### src/hdl/assert_macros.svh
// Assertion macros shared by the search block modules.
`ifndef ASSERT_MACROS_SVH
`define ASSERT_MACROS_SVH

// Condition must hold at every clock edge out of reset.
`define ASSERT_ALWAYS(lbl, clk, rstn, expr) \
    lbl: assert property (@(posedge clk) disable iff (!rstn) (expr)) \
        else $error("assertion failed: invariant");

// Antecedent implies consequent in the same cycle.
`define ASSERT_SAME(lbl, clk, rstn, ante, cons) \
    lbl: assert property (@(posedge clk) disable iff (!rstn) (ante) |-> (cons)) \
        else $error("assertion failed: same-cycle implication");

// Antecedent implies consequent in the next cycle.
`define ASSERT_NEXT(lbl, clk, rstn, ante, cons) \
    lbl: assert property (@(posedge clk) disable iff (!rstn) (ante) |=> (cons)) \
        else $error("assertion failed: next-cycle implication");

`endif

### src/hdl/stbs_pkg.sv
// Shared constants and controller/datapath interface types for the table search.
`timescale 1ns / 1ps

package stbs_pkg;

    // Table geometry
    localparam int TABLE_DEPTH = 1024;
    localparam int MEM_AW      = $clog2(TABLE_DEPTH);
    localparam int IDX_W       = 10;
    localparam int DATA_W      = 32;
    // Range pointers: signed, wide enough for -1 and TABLE_DEPTH
    localparam int PTR_W       = (MEM_AW > IDX_W) ? MEM_AW + 2 : IDX_W + 2;

    // Input beat command codes
    localparam logic CMD_WRITE  = 1'b0;
    localparam logic CMD_SEARCH = 1'b1;

    // Controller to datapath commands
    typedef struct packed {
        logic wr;        // store the input beat's element
        logic load;      // capture key and range of a search beat
        logic rd;        // latch midpoint and read the table there
        logic step;      // compare read data with key, narrow range or mark hit
        logic out_load;  // move the search result into the output register
    } t_dp_cmd;

    // Datapath to controller status
    typedef struct packed {
        logic range_empty;  // low bound above high bound
        logic hit;          // read data equals key
        logic out_free;     // output register can take a result this cycle
    } t_dp_sts;

endpackage

### src/hdl/stbs_ctrl.sv
// Controller: input handshake and probe sequencing of the table search.
`timescale 1ns / 1ps
`include "assert_macros.svh"

module stbs_ctrl (
    input  logic               i_clk,
    input  logic               i_rst_n,
    input  logic               i_in_valid,
    input  logic               i_cmd,
    output logic               o_in_stall,
    input  stbs_pkg::t_dp_sts  i_sts,
    output stbs_pkg::t_dp_cmd  o_cmd
);

    localparam logic [1:0] S_IDLE  = 2'd0;
    localparam logic [1:0] S_CHECK = 2'd1;
    localparam logic [1:0] S_CMP   = 2'd2;
    localparam logic [1:0] S_DONE  = 2'd3;

    logic [1:0] r_state;
    logic [1:0] n_state;
    logic       w_accept;

    assign w_accept   = i_in_valid && (r_state == S_IDLE);
    assign o_in_stall = (r_state != S_IDLE);

    // Next state and datapath commands
    always_comb begin
        n_state = r_state;
        o_cmd   = '0;
        case (r_state)
            S_IDLE: begin
                if (w_accept) begin
                    if (i_cmd == stbs_pkg::CMD_SEARCH) begin
                        o_cmd.load = 1'b1;
                        n_state    = S_CHECK;
                    end else begin
                        o_cmd.wr = 1'b1;
                    end
                end
            end
            S_CHECK: begin
                if (i_sts.range_empty) begin
                    n_state = S_DONE;
                end else begin
                    o_cmd.rd = 1'b1;
                    n_state  = S_CMP;
                end
            end
            S_CMP: begin
                o_cmd.step = 1'b1;
                n_state    = i_sts.hit ? S_DONE : S_CHECK;
            end
            S_DONE: begin
                if (i_sts.out_free) begin
                    o_cmd.out_load = 1'b1;
                    n_state        = S_IDLE;
                end
            end
            default: begin
                n_state = S_IDLE;
            end
        endcase
    end

    // State register
    always_ff @(posedge i_clk) begin
        if (!i_rst_n) begin
            r_state <= S_IDLE;
        end else begin
            r_state <= n_state;
        end
    end

    // Checks
    `ASSERT_NEXT(a_hit_done, i_clk, i_rst_n, (r_state == S_CMP) && i_sts.hit, r_state == S_DONE)
    `ASSERT_NEXT(a_empty_done, i_clk, i_rst_n, (r_state == S_CHECK) && i_sts.range_empty,
                 r_state == S_DONE)
    `ASSERT_NEXT(a_rd_cmp, i_clk, i_rst_n, o_cmd.rd, r_state == S_CMP)

endmodule

### config.mk
export PLATFORM = sky130hd
export DESIGN_NAME = stbs_ctrl
export DESIGN_NICKNAME = d
export VERILOG_FILES = /design/src/hdl/stbs_pkg.sv /design/src/hdl/stbs_ctrl.sv
export VERILOG_INCLUDE_DIRS = /design/src /design/src/hdl
export SDC_FILE = /design/constraint.sdc
export NUM_CORES = 1
export LEC_CHECK = 0
export BUFFER_PORTS_ARGS = -buffer_cell sky130_fd_sc_hd__clkbuf_2
export CAP_MARGIN = 20
export CORE_AREA = 2 2 39 41
export CTS_BUF_LIST = sky130_fd_sc_hd__clkbuf_4
export DETAILED_ROUTE_END_ITERATION = 8
export DIE_AREA = 0 0 41 43
export PLACE_DENSITY = 0.42
export SLEW_MARGIN = 15
export SYNTH_ARGS = -nofsm -noshare
export SYNTH_HDL_FRONTEND = slang
export SYNTH_SLANG_ARGS = --single-unit
export TNS_END_PERCENT = 5
### constraint.sdc
create_clock -name i_clk -period 2.5 [get_ports i_clk]
set_input_delay 0.125 -clock i_clk [delete_from_list [all_inputs] [get_ports i_clk]]
set_output_delay 0.125 -clock i_clk [all_outputs]
set_load 0.02 [all_outputs]
Word level (Yosys, flattened, before mapping):

Cells that the tools add are included.

* bits in registers: 2
* bits in latches: 0
* memory bits (writable): 0
* ROM bits: 0
* bits of input ports: 7
* output and inout bits: 6
* word-level logic and storage cells: 26
* memories kept: 0

* $add $sub $neg: 0
* multiply operators: 0
* div/mod/pow operators: 0
* order comparisons: 0
* equal/unequal tests: 6
* shifts and indexed selects: 0
* mux-type cells: 15
* bitwise operators: 0
* reductions and logical operators: 4

Operator list (number)
* 2-bit 2-to-1 mux: 6
* 1-bit 2-to-1 mux: 8
* 2-bit one-hot mux with 4 select lines: 1
* 2-bit inequality test, second input constant: 3
* 2-bit == test, second input constant: 2
* 3-bit AND reduction: 1
* 2-bit by 1-bit == test with 1-bit output, second input constant: 1
* 2-bit zero test: 1
* 2-bit nonzero test: 1
* 1-bit logical AND: 1

Longest topological paths before layout:

* depth after elaboration: 4
* gate-level depth with buffers: 3
* gate-level depth less buffers: 3

Least setup slack after synthesis:

No wires, ideal clock.

* path kind: reg-to-output
* from: register r_state[0]
* to: output port o_cmd[4] (netlist bit)
* arrival: 1.217 ns
* required time: 2.375 ns
* slack: 1.158 ns
* cell stages (with the launch flop): 4
* buffers on the path: 0
* path through: dfxtp_1 > nor2_1 > inv_1 > nor3b_1

RTL lines
* start: declaration: RTL line stbs_ctrl.sv:20 `logic [1:0] r_state;`
* start signal: assignment: RTL line stbs_ctrl.sv:71 `r_state <= n_state;`
* end: declaration: RTL line stbs_ctrl.sv:12 `output stbs_pkg::t_dp_cmd o_cmd`

==> metrics.log <==
[metrics] Tightest Hold Check Type: in -> reg
[metrics] post-place setup slack: ~1400 ps
[metrics] fin. max-slew vios: 0
[metrics] Post-Synthesis Net Count: 22
[metrics] post-cts hold buffer count: 0
[metrics] Clock Sink Count: 2
[metrics] relative contribution of combinational cells to total power: a little over a quarter
[metrics] Seq pwr share: 26.8%
[metrics] start point of the worst hold path: i_rst_n
[metrics] Starting Density: a little under a tenth
[metrics] critical-path maximum fanout: 6
[metrics] reported leakage power: around 0.00012 uW
[metrics] Max Cap Violations: 0
[metrics] Final Cell Area: 234 um^2
[metrics] Fin. Hold Viols: 0
[metrics] clock buffers created by TritonCTS: 3
[metrics] Critical R2R Capture: r_state[0]
[metrics] via count of the first global-routing pass: approximately 130
[metrics] crit share post-route: between 50% and 60%
[metrics] Setup-failing EPs final: 0
[metrics] routed wire length: approximately 370 um
[metrics] 1st-iter DRT viols: 3
[metrics] post-route ant nets: 0
[metrics] drt drc: 0
[metrics] setup repair after global routing missed its margin: false
[metrics] Clock transition at path regs: about 30 ps
[metrics] internal power summed over all cells: 106 uW
[metrics] register with the most flip-flops: r_state
[metrics] final standard cell count with taps included and fillers excluded: 46
[metrics] post-cts resize count: 0
[metrics] R2R setup slack: 1550 ps
[metrics] number of buffers inserted by post-CTS setup repair: 0
[metrics] number of iterations in the first detailed-routing pass: 2
[metrics] tightest slew margin relative to the limit: between 70% and 80%
[metrics] diodes inserted: 0
[metrics] quantity of I/O buffers inserted on ports: 12
[metrics] worst hold margin: approximately 150 ps
[metrics] most used cells in the layout excluding fill and tap cells: sky130_fd_sc_hd__clkbuf_2 (12), sky130_fd_sc_hd__clkbuf_4 (3), sky130_fd_sc_hd__inv_1 (2), sky130_fd_sc_hd__nor3b_1 (2), sky130_fd_sc_hd__dfxtp_1 (2)
[metrics] via count: ~150
[metrics] final-stage net count: 39
[metrics] portion of the post-synthesis area used by sequential elements: roughly 30%
[metrics] data required time of the worst path: between 2000 and 2500 ps
[metrics] antenna violations before repair: 0
[metrics] Max IR drop VDD: between 150 and 200 uV
[metrics] y dimension of the die: roughly 43 um
[metrics] post-layout worst setup margin: 1140 ps
[metrics] boundary pin count: 13
[metrics] cell area after synthesis: between 100 and 150 um^2
[metrics] worst-case clock buffer depth: 2
[metrics] launching element type of the critical path: flip-flop
[metrics] Hold Path Stages: 3
[metrics] skew final: ~1.5 ps
[metrics] final period demand of the worst path: between 1000 and 1500 ps
[metrics] CTS tree: yes
[metrics] fillers: roughly 150
[metrics] endpoint class of the critical path: output port
[metrics] highest clock frequency the design can meet: approximately 730 MHz
[metrics] first-pass GRT wire length: between 500 and 600 um
[metrics] overall die area: approximately 1800 um^2
[metrics] P_sw: around 44 uW
[metrics] post-synthesis instance total: 15
[metrics] proportion of layout cells with a drive suffix above 1: approximately three fifths
[metrics] synthesis-to-layout area growth: 78.1%
[metrics] worst path arrival time: ~1200 ps
[metrics] mean instance size in the synthesized netlist: roughly 9 um^2
[metrics] width of the die: between 40 and 50 um
[metrics] most common cell after layout, fill and taps aside: sky130_fd_sc_hd__clkbuf_2
[metrics] sum of negative setup slack: 0 ps
[metrics] DR vias/cell: between 3 and 4
[metrics] share of total power in the clock network: 46.4%
[metrics] Critical Setup Path Class: reg -> out
[metrics] number of cells after detailed placement: 43
[metrics] largest net degree at the start of global routing: 7
[metrics] area inside the core boundary: 1380 um^2
[metrics] Power per Cell Area: 641 nW/um^2
[metrics] slew at the pin closest to its max-slew limit: roughly 310 ps
[metrics] top flop regs: r_state x2
[metrics] Reg2Reg Depth: 2
[metrics] Synth Warn #: 0
[metrics] total gr overflow: 0
[metrics] Switching Fraction: just under 30%
[metrics] average wire per standard cell: approximately 8.0 um
[metrics] hold-critical path endpoint: r_state[1]
[metrics] result of the run: finished, final reports clean
[metrics] Tot GR Track Use: roughly 5.5%
[metrics] startpoint of the worst-slack reg-to-reg timing path: r_state[1]
[metrics] cell area after placement: approximately 210 um^2
[metrics] root buffer cell: sky130_fd_sc_hd__clkbuf_4
[metrics] latest clock arrival within the worst-skew pair: between 200 and 250 ps
[metrics] flip-flop count of the largest register, all copies and words added: 2
[metrics] Distinct cells, synth: 12
[metrics] level count of the clock H-tree: 1
[metrics] GP Congestion: 0.627
[metrics] flop and latch count out of synthesis: 2
[metrics] FP Rows: 14
==> metal layers <==
metal	vias to the layer above	track usage [%]	routed length, um
li1	84	-	-
met1	57	7.99	235
met3	0	8.38	73
met2	13	3.44	62
met4	0	2.00	0
met5	-	0	0
==> logic make-up after synthesis <==
family / synth area share (%)
buffers and inverters: 5.72
AND/OR/NAND/NOR: 41.0
flip-flops: 30.5
AO/OA/AOI/OAI: 22.9
==> worst max path at each step <==
stage | start | endpoint | slack, ps | cells past startpoint
finish | r_state[0] | o_cmd[4] | 1140 | 4
global route | r_state[0] | o_cmd[4] | 1050 | 4
CTS | r_state[0] | o_cmd[4] | 1120 | 4
detailed placement | r_state[0] | o_cmd[4] | 1370 | 4
global placement | r_state[0] | o_cmd[4] | 1340 | 4
floorplan | r_state[0] | o_cmd[4] | 1160 | 3
==> layout make-up <==
type	instances	area (um^2)	share of cell area, %
inverter	2	7.51	3.21
tap	16	20.0	8.56
multi-input combinational	11	83.8	35.8
timing repair buffer	12	60.1	25.7
clock buffer	3	22.5	9.63
sequential	2	40.0	17.1
==> power by group through the flow <==
stage                     registers (uW)  logic (uW)  clock network (uW)
after floorplan                     39.2        26.5                   0
after global placement              40.5        41.3                   0
final                               40.1        40.2                69.6
after CTS                           39.9        40.8                73.8
after global routing                40.2        44.4                78.2
after detailed placement            40.3        40.7                   0
==> Yosys cell counts <==
library cell / count / area (um^2)
sky130_fd_sc_hd__nor2_1: 1 / 3.75
sky130_fd_sc_hd__nand3b_1: 1 / 7.51
sky130_fd_sc_hd__inv_1: 2 / 7.51
sky130_fd_sc_hd__nand2_1: 1 / 3.75
sky130_fd_sc_hd__nor2b_1: 1 / 6.26
sky130_fd_sc_hd__a2111oi_2: 1 / 15.0
sky130_fd_sc_hd__and3_4: 1 / 11.3
sky130_fd_sc_hd__and3_1: 1 / 6.26
sky130_fd_sc_hd__a21bo_2: 1 / 10.0
sky130_fd_sc_hd__dfxtp_1: 2 / 40.0
sky130_fd_sc_hd__nor3b_1: 2 / 15.0
sky130_fd_sc_hd__a21oi_1: 1 / 5.00
==> critical path: stages, from the launching register on <==
cell	delay, ps
sky130_fd_sc_hd__dfxtp_1	340
sky130_fd_sc_hd__nor2_1	210
sky130_fd_sc_hd__inv_1	90
sky130_fd_sc_hd__nor3b_1	190
sky130_fd_sc_hd__clkbuf_2	200
==> through the flow <==
stage                     total power [uW]  util, %
after detailed placement              81.0     15.3
final                                  150     16.9
after global placement                81.8     15.3
after CTS                              155     16.9
after floorplan                       65.6        -
after global routing                   163     16.9
(Power assumes the default switching activity.)
